[src/hw/rtl/pas_pkg.sv]
`default_nettype none

package pas_pkg;

    // Arrival ring depth
    localparam int WINDOW = 20;

    // Ring index and fill count widths
    localparam int IDX_W = $clog2(WINDOW);
    localparam int CNT_W = $clog2(WINDOW + 1);

    // Rate numerator is count * 1000 Hz * 256 (Q.8)
    localparam int RATE_SCALE = 256000;
    localparam int NUM_W      = $clog2(WINDOW * RATE_SCALE + 1);
    localparam int STEP_W     = $clog2(NUM_W);

    localparam logic [23:0] RATE_MAX = 24'hFFFFFF;
    localparam logic [15:0] SEQ_MASK = 16'hFFFF;

    // Sequencer states
    typedef enum logic [3:0] {
        S_IDLE = 4'b0001,
        S_LOAD = 4'b0010,
        S_DIV  = 4'b0100,
        S_DONE = 4'b1000
    } state_t;

endpackage

`default_nettype wire

[src/hw/rtl/pas_in_if.sv]
`default_nettype none

interface pas_in_if;
    logic        valid;
    logic        ready;
    logic [15:0] seq_number;
    logic [31:0] arrival_time_ms;

    modport source (output valid, output seq_number, output arrival_time_ms, input ready);
    modport sink   (input valid, input seq_number, input arrival_time_ms, output ready);
endinterface

`default_nettype wire

[src/hw/rtl/pas_out_if.sv]
`default_nettype none

interface pas_out_if;
    logic        valid;
    logic        ready;
    logic [31:0] age_ms;
    logic [23:0] rate_q8;
    logic        has_gap;
    logic [15:0] exp_seq;
    logic [15:0] rx_seq;
    logic [15:0] lost_count;

    modport source (
        output valid, output age_ms, output rate_q8, output has_gap,
        output exp_seq, output rx_seq, output lost_count,
        input  ready
    );
    modport sink (
        input  valid, input age_ms, input rate_q8, input has_gap,
        input  exp_seq, input rx_seq, input lost_count,
        output ready
    );
endinterface

`default_nettype wire

[src/hw/rtl/packet_arrival_statistics.sv]
`default_nettype none

// Packet arrival statistics. Each arrival beat (sequence number, millisecond
// timestamp) yields one stats beat: age since the previous arrival, rolling
// rate over the last WINDOW arrivals in Q.8 Hz, and sequence gap information.
// An arrival passes through the sequencer states LOAD, DIV and DONE before the
// block is ready again; DIV runs the radix-2 restoring divider, which produces
// one quotient bit per cycle of the rate numerator count * 256000. When the
// window holds no entries or its span is zero the divider is skipped and the
// previous rate is reported. A finished beat sits in an output register, so the
// next arrival is accepted while it waits; the block stalls only if a second
// result is done before the first is taken.

module packet_arrival_statistics (
    input  wire logic clk,
    input  wire logic rst_n,
    pas_in_if.sink    arrival,
    pas_out_if.source stats
);
    import pas_pkg::*;

    state_t state_reg;

    // Architectural state
    logic [IDX_W-1:0] ring_head_reg;
    logic [CNT_W-1:0] ring_count_reg;
    logic [23:0]      held_rate_reg;
    logic [15:0]      next_expected_reg;
    logic [31:0]      last_arrival_reg;
    logic             seen_any_reg;

    // Arrival ring memory
    logic [31:0] ring_mem [WINDOW];
    logic [31:0] ring_rd_reg;

    // Per-item working registers
    logic [31:0] now_reg;
    logic [31:0] age_reg;
    logic        gap_reg;
    logic [15:0] expected_reg;
    logic [15:0] seq_reg;
    logic [15:0] missed_reg;
    logic        div_run_reg;

    // Divider registers
    logic [31:0]       span_reg;
    logic [31:0]       rem_reg;
    logic [NUM_W-1:0]  num_reg;
    logic [NUM_W-1:0]  quo_reg;
    logic [STEP_W-1:0] step_reg;

    // Output register
    logic        out_valid_reg;
    logic [31:0] out_age_reg;
    logic [23:0] out_rate_reg;
    logic        out_gap_reg;
    logic [15:0] out_expected_reg;
    logic [15:0] out_seq_reg;
    logic [15:0] out_missed_reg;

    logic accept;
    logic out_free;
    logic finish;

    assign arrival.ready = (state_reg == S_IDLE);
    assign accept        = arrival.valid && arrival.ready;
    assign out_free      = !out_valid_reg || stats.ready;
    assign finish        = (state_reg == S_DONE) && out_free;

    // Oldest ring slot: (head + WINDOW - count) mod WINDOW
    logic [CNT_W:0]   oldest_sum;
    logic [IDX_W-1:0] oldest_slot;

    always_comb
    begin
        oldest_sum = (CNT_W+1)'(ring_head_reg) + (CNT_W+1)'(WINDOW)
                   - (CNT_W+1)'(ring_count_reg);
        if (oldest_sum >= (CNT_W+1)'(WINDOW))
        begin
            oldest_sum = oldest_sum - (CNT_W+1)'(WINDOW);
        end
        oldest_slot = oldest_sum[IDX_W-1:0];
    end

    // Span of the window as seen from the ring read
    logic [31:0] span_now;
    assign span_now = now_reg - ring_rd_reg;

    // Rate numerator
    logic [NUM_W-1:0] num_init;
    assign num_init = NUM_W'(ring_count_reg * RATE_SCALE);

    // One restoring division step
    logic [32:0]      rem_shift;
    logic             rem_ge;
    logic [31:0]      rem_step;
    logic [NUM_W-1:0] quo_step;

    always_comb
    begin
        rem_shift = {rem_reg, num_reg[NUM_W-1]};
        rem_ge    = (rem_shift >= {1'b0, span_reg});
        rem_step  = rem_ge ? 32'(rem_shift - {1'b0, span_reg}) : rem_shift[31:0];
        quo_step  = {quo_reg[NUM_W-2:0], rem_ge};
    end

    // Saturated quotient
    logic [23:0] rate_sat;
    assign rate_sat = (32'(quo_reg) > 32'(RATE_MAX)) ? RATE_MAX : 24'(quo_reg);

    // Sequence check on the incoming beat
    logic        gap_in;
    logic [31:0] age_in;

    always_comb
    begin
        gap_in = seen_any_reg && (arrival.seq_number != next_expected_reg);
        age_in = '0;
        if (seen_any_reg && (arrival.arrival_time_ms >= last_arrival_reg))
        begin
            age_in = arrival.arrival_time_ms - last_arrival_reg;
        end
    end

    // Sequencer
    always_ff @(posedge clk or negedge rst_n)
    begin
        if (!rst_n)
        begin
            state_reg <= S_IDLE;
        end
        else
        begin
            unique case (state_reg)
                S_IDLE:
                begin
                    if (accept)
                    begin
                        state_reg <= S_LOAD;
                    end
                end
                S_LOAD:
                begin
                    if ((ring_count_reg != '0) && (span_now != '0))
                    begin
                        state_reg <= S_DIV;
                    end
                    else
                    begin
                        state_reg <= S_DONE;
                    end
                end
                S_DIV:
                begin
                    if (step_reg == '0)
                    begin
                        state_reg <= S_DONE;
                    end
                end
                S_DONE:
                begin
                    if (out_free)
                    begin
                        state_reg <= S_IDLE;
                    end
                end
                default:
                begin
                    state_reg <= S_IDLE;
                end
            endcase
        end
    end

    // Architectural state update
    always_ff @(posedge clk or negedge rst_n)
    begin
        if (!rst_n)
        begin
            ring_head_reg     <= '0;
            ring_count_reg    <= '0;
            held_rate_reg     <= '0;
            next_expected_reg <= '0;
            last_arrival_reg  <= '0;
            seen_any_reg      <= 1'b0;
        end
        else
        begin
            if (accept)
            begin
                next_expected_reg <= (arrival.seq_number + 16'd1) & SEQ_MASK;
                last_arrival_reg  <= arrival.arrival_time_ms;
                seen_any_reg      <= 1'b1;
            end
            if (finish)
            begin
                if (div_run_reg)
                begin
                    held_rate_reg <= rate_sat;
                end
                if (ring_head_reg == IDX_W'(WINDOW - 1))
                begin
                    ring_head_reg <= '0;
                end
                else
                begin
                    ring_head_reg <= ring_head_reg + IDX_W'(1);
                end
                if (ring_count_reg != CNT_W'(WINDOW))
                begin
                    ring_count_reg <= ring_count_reg + CNT_W'(1);
                end
            end
        end
    end

    // Ring read at accept, write when the item retires
    always_ff @(posedge clk)
    begin
        if (accept)
        begin
            ring_rd_reg <= ring_mem[oldest_slot];
        end
        if (finish)
        begin
            ring_mem[ring_head_reg] <= now_reg;
        end
    end

    // Per-item capture and divider datapath
    always_ff @(posedge clk or negedge rst_n)
    begin
        if (!rst_n)
        begin
            div_run_reg <= 1'b0;
            step_reg    <= '0;
        end
        else
        begin
            if (state_reg == S_LOAD)
            begin
                div_run_reg <= (ring_count_reg != '0) && (span_now != '0);
                step_reg    <= STEP_W'(NUM_W - 1);
            end
            else if ((state_reg == S_DIV) && (step_reg != '0))
            begin
                step_reg <= step_reg - STEP_W'(1);
            end
        end
    end

    always_ff @(posedge clk)
    begin
        if (accept)
        begin
            now_reg      <= arrival.arrival_time_ms;
            age_reg      <= age_in;
            gap_reg      <= gap_in;
            expected_reg <= next_expected_reg;
            seq_reg      <= arrival.seq_number;
            missed_reg   <= gap_in ? ((arrival.seq_number - next_expected_reg) & SEQ_MASK)
                                   : 16'd0;
        end
        if (state_reg == S_LOAD)
        begin
            span_reg <= span_now;
            rem_reg  <= '0;
            num_reg  <= num_init;
            quo_reg  <= '0;
        end
        else if (state_reg == S_DIV)
        begin
            rem_reg <= rem_step;
            num_reg <= {num_reg[NUM_W-2:0], 1'b0};
            quo_reg <= quo_step;
        end
    end

    // Output register
    always_ff @(posedge clk or negedge rst_n)
    begin
        if (!rst_n)
        begin
            out_valid_reg <= 1'b0;
        end
        else if (finish)
        begin
            out_valid_reg <= 1'b1;
        end
        else if (stats.ready)
        begin
            out_valid_reg <= 1'b0;
        end
    end

    always_ff @(posedge clk)
    begin
        if (finish)
        begin
            out_age_reg      <= age_reg;
            out_rate_reg     <= div_run_reg ? rate_sat : held_rate_reg;
            out_gap_reg      <= gap_reg;
            out_expected_reg <= expected_reg;
            out_seq_reg      <= seq_reg;
            out_missed_reg   <= missed_reg;
        end
    end

    assign stats.valid      = out_valid_reg;
    assign stats.age_ms     = out_age_reg;
    assign stats.rate_q8    = out_rate_reg;
    assign stats.has_gap    = out_gap_reg;
    assign stats.exp_seq    = out_expected_reg;
    assign stats.rx_seq     = out_seq_reg;
    assign stats.lost_count = out_missed_reg;

    // Checks
    a_accept_loads: assert property (@(posedge clk) disable iff (!rst_n)
        accept |=> (state_reg == S_LOAD))
        else $error("accepted beat did not start the ring read");

    a_div_ends: assert property (@(posedge clk) disable iff (!rst_n)
        ((state_reg == S_DIV) && (step_reg == '0)) |=> (state_reg == S_DONE))
        else $error("divider did not retire after its last step");

    a_finish_shows: assert property (@(posedge clk) disable iff (!rst_n)
        finish |=> (stats.valid && (state_reg == S_IDLE)))
        else $error("retired item did not reach the output register");

    a_count_seen: assert property (@(posedge clk) disable iff (!rst_n)
        (ring_count_reg != '0) |-> seen_any_reg)
        else $error("ring holds entries before any arrival");

    a_count_bound: assert property (@(posedge clk) disable iff (!rst_n)
        finish |=> (ring_count_reg <= CNT_W'(WINDOW)))
        else $error("ring count overran the window");

endmodule

`default_nettype wire

[src/flat_wrapper.sv]
// flat-port wrapper written by rule: the top's interface ports become plain ports
module packet_arrival_statistics_flat import pas_pkg::*;
  (clk, rst_n, arrival_valid, arrival_seq_number, arrival_arrival_time_ms, arrival_ready, stats_valid, stats_age_ms, stats_rate_q8, stats_has_gap, stats_exp_seq, stats_rx_seq, stats_lost_count, stats_ready);
  pas_in_if arrival_i ();
  pas_out_if stats_i ();
  input  wire logic clk;
  input  wire logic rst_n;
  input wire logic [$bits(arrival_i.valid)-1:0] arrival_valid;
  input wire logic [$bits(arrival_i.seq_number)-1:0] arrival_seq_number;
  input wire logic [$bits(arrival_i.arrival_time_ms)-1:0] arrival_arrival_time_ms;
  output wire logic [$bits(arrival_i.ready)-1:0] arrival_ready;
  output wire logic [$bits(stats_i.valid)-1:0] stats_valid;
  output wire logic [$bits(stats_i.age_ms)-1:0] stats_age_ms;
  output wire logic [$bits(stats_i.rate_q8)-1:0] stats_rate_q8;
  output wire logic [$bits(stats_i.has_gap)-1:0] stats_has_gap;
  output wire logic [$bits(stats_i.exp_seq)-1:0] stats_exp_seq;
  output wire logic [$bits(stats_i.rx_seq)-1:0] stats_rx_seq;
  output wire logic [$bits(stats_i.lost_count)-1:0] stats_lost_count;
  input wire logic [$bits(stats_i.ready)-1:0] stats_ready;
  assign arrival_i.valid = arrival_valid;
  assign arrival_i.seq_number = arrival_seq_number;
  assign arrival_i.arrival_time_ms = arrival_arrival_time_ms;
  assign arrival_ready = arrival_i.ready;
  assign stats_valid = stats_i.valid;
  assign stats_age_ms = stats_i.age_ms;
  assign stats_rate_q8 = stats_i.rate_q8;
  assign stats_has_gap = stats_i.has_gap;
  assign stats_exp_seq = stats_i.exp_seq;
  assign stats_rx_seq = stats_i.rx_seq;
  assign stats_lost_count = stats_i.lost_count;
  assign stats_i.ready = stats_ready;
  packet_arrival_statistics u_core (.clk(clk), .rst_n(rst_n), .arrival(arrival_i), .stats(stats_i));
endmodule
[config.mk]
export PLATFORM = sky130hd
export DESIGN_NAME = packet_arrival_statistics_flat
export DESIGN_NICKNAME = d
export VERILOG_FILES = /design/src/hw/rtl/pas_pkg.sv /design/src/hw/rtl/pas_in_if.sv /design/src/hw/rtl/pas_out_if.sv /design/src/hw/rtl/packet_arrival_statistics.sv /design/src/flat_wrapper.sv
export SDC_FILE = /design/constraint.sdc
export NUM_CORES = 1
export LEC_CHECK = 0
export ABC_AREA = 1
export BUFFER_PORTS_ARGS = -buffer_cell sky130_fd_sc_hd__buf_4
export CAP_MARGIN = 20
export CORE_MARGIN = 1
export CORE_UTILIZATION = 34
export CTS_BUF_LIST = sky130_fd_sc_hd__clkbuf_8
export DETAILED_ROUTE_END_ITERATION = 10
export GPL_TIMING_DRIVEN = 0
export PLACE_DENSITY = 0.57
export SLEW_MARGIN = 25
export SYNTH_ARGS = -nofsm -noshare
export SYNTH_HDL_FRONTEND = slang
export SYNTH_SLANG_ARGS = --single-unit
[constraint.sdc]
create_clock -name clk -period 8.2 [get_ports clk]
set_input_delay 2.46 -clock clk [delete_from_list [all_inputs] [get_ports clk]]
set_output_delay 2.46 -clock clk [all_outputs]
set_load 0.01 [all_outputs]
==> Word level (Yosys, flattened, before mapping) <==
Memories as Yosys holds them, arrays and structs flattened. A register that Yosys moved wholly into a read port is not among the register bits.
Index checks and enable logic that the tools add are counted.
{ "op_classes": {"mul": 1, "order_cmp": 3, "reduce_logical": 17, "add_sub_neg": 11, "n_mux": 17, "n_eq_ne": 10} }
{ "ops": {"columns": ["cell", "count"], "rows": [
  ["subtractor 32 bit", 3],
  ["2-to-1 mux 23 bit", 2],
  ["greater-or-equal comparator 33 x 32 -> 1 bit", 1],
  ["greater-or-equal comparator 32 bit", 1],
  ["2-to-1 mux 32 bit", 1],
  ["nonzero test 32 bit", 1],
  ["2-to-1 mux 24 bit", 1],
  ["2-to-1 mux 5 bit", 4],
  ["adder 16 x 1 -> 16 bit, second input constant", 1],
  ["2-to-1 mux 4 bit", 4],
  ["!= test 16 bit", 1],
  ["case mux 4 bit (4 select lines)", 1],
  ["subtractor 16 bit", 1],
  ["multiplier 5 x 7 -> 12 bit, second input constant", 1],
  ["adder 5 x 1 -> 5 bit, second input constant", 2],
  ["nonzero test 5 bit", 2],
  ["adder 5 x 5 -> 6 bit, second input constant", 1],
  ["greater-or-equal comparator 6 x 5 -> 1 bit, second input constant", 1],
  ["logical AND 1 bit", 6],
  ["nonzero test 2 bit", 3],
  ["subtractor 6 x 5 -> 6 bit", 1],
  ["== test 5 bit, second input constant", 1],
  ["zero test 5 bit", 1],
  ["!= test 5 bit, second input constant", 1],
  ["other kinds (13)", 17]
]} }
{ "word_totals": {"word_cells": 86, "in_bits": 52, "out_inout_bits": 107, "ram_bits": 640, "n_memories": 1, "ff_bits": 411} }
{ "memory_table": {"columns": ["name", "depth", "word_bits", "read_ports", "rd_ports_with_merged_regs", "wr", "line_no", "source"], "rows": [
  ["u_core.ring_mem", 20, 32, 1, 1, 1, "packet_arrival_statistics.sv:33", "logic [31:0] ring_mem [WINDOW];"]
]} }

==> Logic depth before layout (Yosys ltp) <==
{ "logic_depth": {"depth_word": 5, "depth_mapped": 21, "ltp_nobuf": 21} }

==> Worst setup path after synthesis <==
No wires, ideal clock.
{ "synth_timing": {"kind": "input -> register", "from": "in arrival_valid", "to": "reg u_core.last_arrival_reg[25]", "setup_time_ps": 353, "arrival_ps": 7113, "slack_ps": 734, "stages": 5, "t_required_ps": 7847, "cell_sequence": "inv_1 -> nor2_1 -> buf_2 -> clkbuf_1 -> o21ai_0"} }
{ "synth_via": {"elab_chain_cells": 1} }
{ "synth_rtl": {"columns": ["item", "line_no", "source"], "rows": [
  ["start, declared", "flat_wrapper.sv:8", "input wire logic [$bits(arrival_i.valid)-1:0] arrival_valid;"],
  ["logical AND 1 bit", "packet_arrival_statistics.sv:66", "assign accept = arrival.valid && arrival.ready;"],
  ["via u_core.accept", "packet_arrival_statistics.sv:61", "logic accept;"],
  ["end signal, assigned", "packet_arrival_statistics.sv:192", "last_arrival_reg <= arrival.arrival_time_ms;"],
  ["end, declared", "packet_arrival_statistics.sv:29", "logic [31:0] last_arrival_reg;"]
]} }
The timed path passes the listed nets, and every way through them passes these cells.
A chain may end at the register's enable or synchronous reset.

==> Final worst setup path <==
{ "layout_timing": {"from": "reg u_core.state_reg[0]", "to": "out arrival_ready"} }
{ "layout_via": {"elab_chain_cells": 1} }
{ "layout_rtl": {"columns": ["item", "line_no", "source"], "rows": [
  ["start, declared", "packet_arrival_statistics.sv:22", "state_t state_reg;"],
  ["start signal, assigned", "packet_arrival_statistics.sv:130", "state_reg <= S_IDLE;"],
  ["start signal, assigned", "packet_arrival_statistics.sv:139", "state_reg <= S_LOAD;"],
  ["start signal, assigned", "packet_arrival_statistics.sv:146", "state_reg <= S_DIV;"],
  ["== test 4 x 1 -> 1 bit", "packet_arrival_statistics.sv:65", "assign arrival.ready = (state_reg == S_IDLE);"],
  ["end, declared", "flat_wrapper.sv:11", "output wire logic [$bits(arrival_i.ready)-1:0] arrival_ready;"]
]} }
Every way passes these cells.

==> metrics.txt <==
nets=5,015; routed len/inst=19.7 µm; Synth Net Count=4,636; Post-DP Area=53,100 µm²; cts repair resizes=0; cell taking the most area after synthesis=edfxtp_1; Most flops, register=u_core.ring_mem; detailed router's first-iteration violation count=2,851; Final period util=0.551; Seq cells post-synth=1,083; RSZ-0062 raised after global routing=no; die area=144,000 µm²; actual slew at the worst max-slew pin=1190 ps; drt drc=0; Total GRT Usage=0.184; vias=34,000; Die H=380 µm; Root Driver=clkbuf_8; core area=142,000 µm²; Pins Over Slew Limit=0; Max Cap Viol=0; commonest non-fill, non-tap cells in the layout=edfxtp_1, nand2_1, nor2_1, inv_1, o21ai_0; post-synth cell types=59; Post-synth ARST share=0.0868; WP buf/inv=2; max reg flops=640; most common cell after layout, fill and taps aside=edfxtp_1; # setup viols final=0; cell family with most CP delay=flip-flops; fmax=221 MHz; Final Hold Vio Count=0; Clock transition at path regs=60 ps; area overhead of the layout relative to synthesis=16.6%; Port-buffer cells=158; element type at the critical path start=flop; Design Area, Final=56,600 µm²; post-synthesis mux area share=0; slowest CP cell=dfstp_2; clk_lat worst skew=900 ps; Hold Crit Class=flop to flop; Post-Route Skew=78.1 ps; CTS tree=done; Horiz. Die Dim=380 µm; Syn Area/Cell=11.0 µm²; largest net degree at the start of global routing=95; synthesized area=48,600 µm²; minimum clock period=4520 ps; share of cells above drive strength 1=0.111; HPWL after DPL=97,500 µm; Slew headroom=0.207; synth top area cells=edfxtp_1, nand2_1, o21ai_0; CTS max path bufs=3; H-tree Lvls=4; IO Pins=159; Post-CTS Hold Buffers=0; critical path required time=5740 ps; CP max FO=4; slowest stage delay, CP=540 ps; first-pass GRT wire length=204,000 µm; total grt overflow=0; xor and xnor area share after synthesis=0.0144; CTS buffer count=176; CP Class=flop to output pin; status=completed; number of synthesized flops with an enable pin=934; top cell type's share of synthesized area=0.578; fraction of the mapped netlist area in adder cells=0.0456; postcts setup bufs=0; Main synth FF type=edfxtp_1; TNS Setup=0 ps; crit-path cells=inv_1, nor3_1, buf_4; Worst EP arrival=2060 ps; Final Wtd Congestion=0.862; Starting Density=0.343; WL final=135,000 µm; Synth Area in Simple Gates=0.120; Synth Area in Compound Gates=0.118; CP Capture Type=output pin; post-synthesis sequential area ratio=0.649; Rows=138; DRT Pass-1 Iters=5; # fillers=13,700; Antenna Nets Post-Route=0; largest family of logic cells by synthesized area=simple AND/OR/NAND/NOR gates; vias in the first global route=33,400; via/cell ratio=4.98; initial antenna violation count=1; Syn Inst Count=4,416; warnings from Yosys=0; TritonCTS Sinks=1,083
==> metrics by stage <==
stage / util / cells / worst slack [ps] / hold WS (ps)
floorplan: - / 4416 / 734 / 400
global placement: 0.368 / 6464 / -2450 / 401
detailed placement: 0.375 / 6504 / 3140 / 405
CTS: 0.400 / 6831 / 3580 / 404
global route: 0.400 / 6835 / 3450 / 417
finish: 0.400 / 6836 / 3680 / 400
==> worst paths after layout <==
check / startpoint / to / slack, ps / depth (start not counted)
min reg2reg: u_core.seq_reg[4] / u_core.stats.rx_seq[4] / 400 / 0
max reg2reg: u_core.ring_count_reg[1] / u_core.ring_rd_reg[26] / 3690 / 11
min: u_core.seq_reg[4] / u_core.stats.rx_seq[4] / 400 / 0
min in group asynchronous: rst_n / u_core.held_rate_reg[7] / 1660 / 1
max: u_core.state_reg[0] / arrival_ready / 3680 / 3
max in group asynchronous: rst_n / u_core.last_arrival_reg[15] / 5890 / 1
==> layout make-up <==
type / instances / area (µm²) / share of cell area
inverters: 488 / 1830 / 0.0324
well taps: 1890 / 2360 / 0.0418
repair buffers: 201 / 2040 / 0.0360
flip-flops and latches: 1083 / 31500 / 0.556
clock buffers: 186 / 2560 / 0.0452
multi-input cells: 2670 / 14600 / 0.258
diodes: 2 / 5.00 / 0.0000884
plain buffers: 175 / 756 / 0.0133
clock inverters: 141 / 937 / 0.0166
==> worst register-to-register path, cell delays in order (launching register included) <==
cell	delay, ps
dfrtp_1	500
inv_1	260
ha_1	360
ha_1	280
buf_2	230
inv_2	300
clkbuf_1	700
clkbuf_1	600
o21ai_0	190
o221ai_1	240
nand3_1	230
a31oi_1	370
==> layer usage <==
layer  share of wire  routed length [µm]  global-route usage  vias to the layer above
li1                -                   -                   -                    16300
met4           0.021                2850              0.0533                        0
met5               0                   0                   0                        -
met1            0.44               59200               0.246                    16500
met2            0.48               65200               0.309                     1092
met3           0.056                7600              0.0270                      198
==> cells by family after synthesis <==
group / after synthesis
XOR/XNOR: 78
flip-flops: 1083
adder cells (fa/ha/maj): 168
AO/OA/AOI/OAI: 976
buffers and inverters: 663
AND/OR/NAND/NOR: 1448
==> synthesized netlist by cell type (7+ instances only) <==
library cell / number
xnor2_1: 28
o211ai_1: 58
or2_2: 7
o21ai_0: 478
nand3_1: 115
fa_1: 15
buf_2: 33
xor2_1: 48
o21ai_1: 12
nand3b_1: 9
a21o_1: 13
clkbuf_1: 132
a31oi_1: 40
inv_1: 479
dfxtp_1: 55
a21oi_1: 136
ha_1: 153
o22ai_1: 109
nand4_1: 20
edfxtp_1: 934
nor3_1: 20
nor3_2: 7
inv_2: 9
nor2_1: 558
o221ai_1: 75
o21bai_1: 15
dfrtp_1: 93
nand2_1: 685
Power is not shown: default switching activity piles up to over one toggle a cycle in this logic, so the estimate is an artifact.
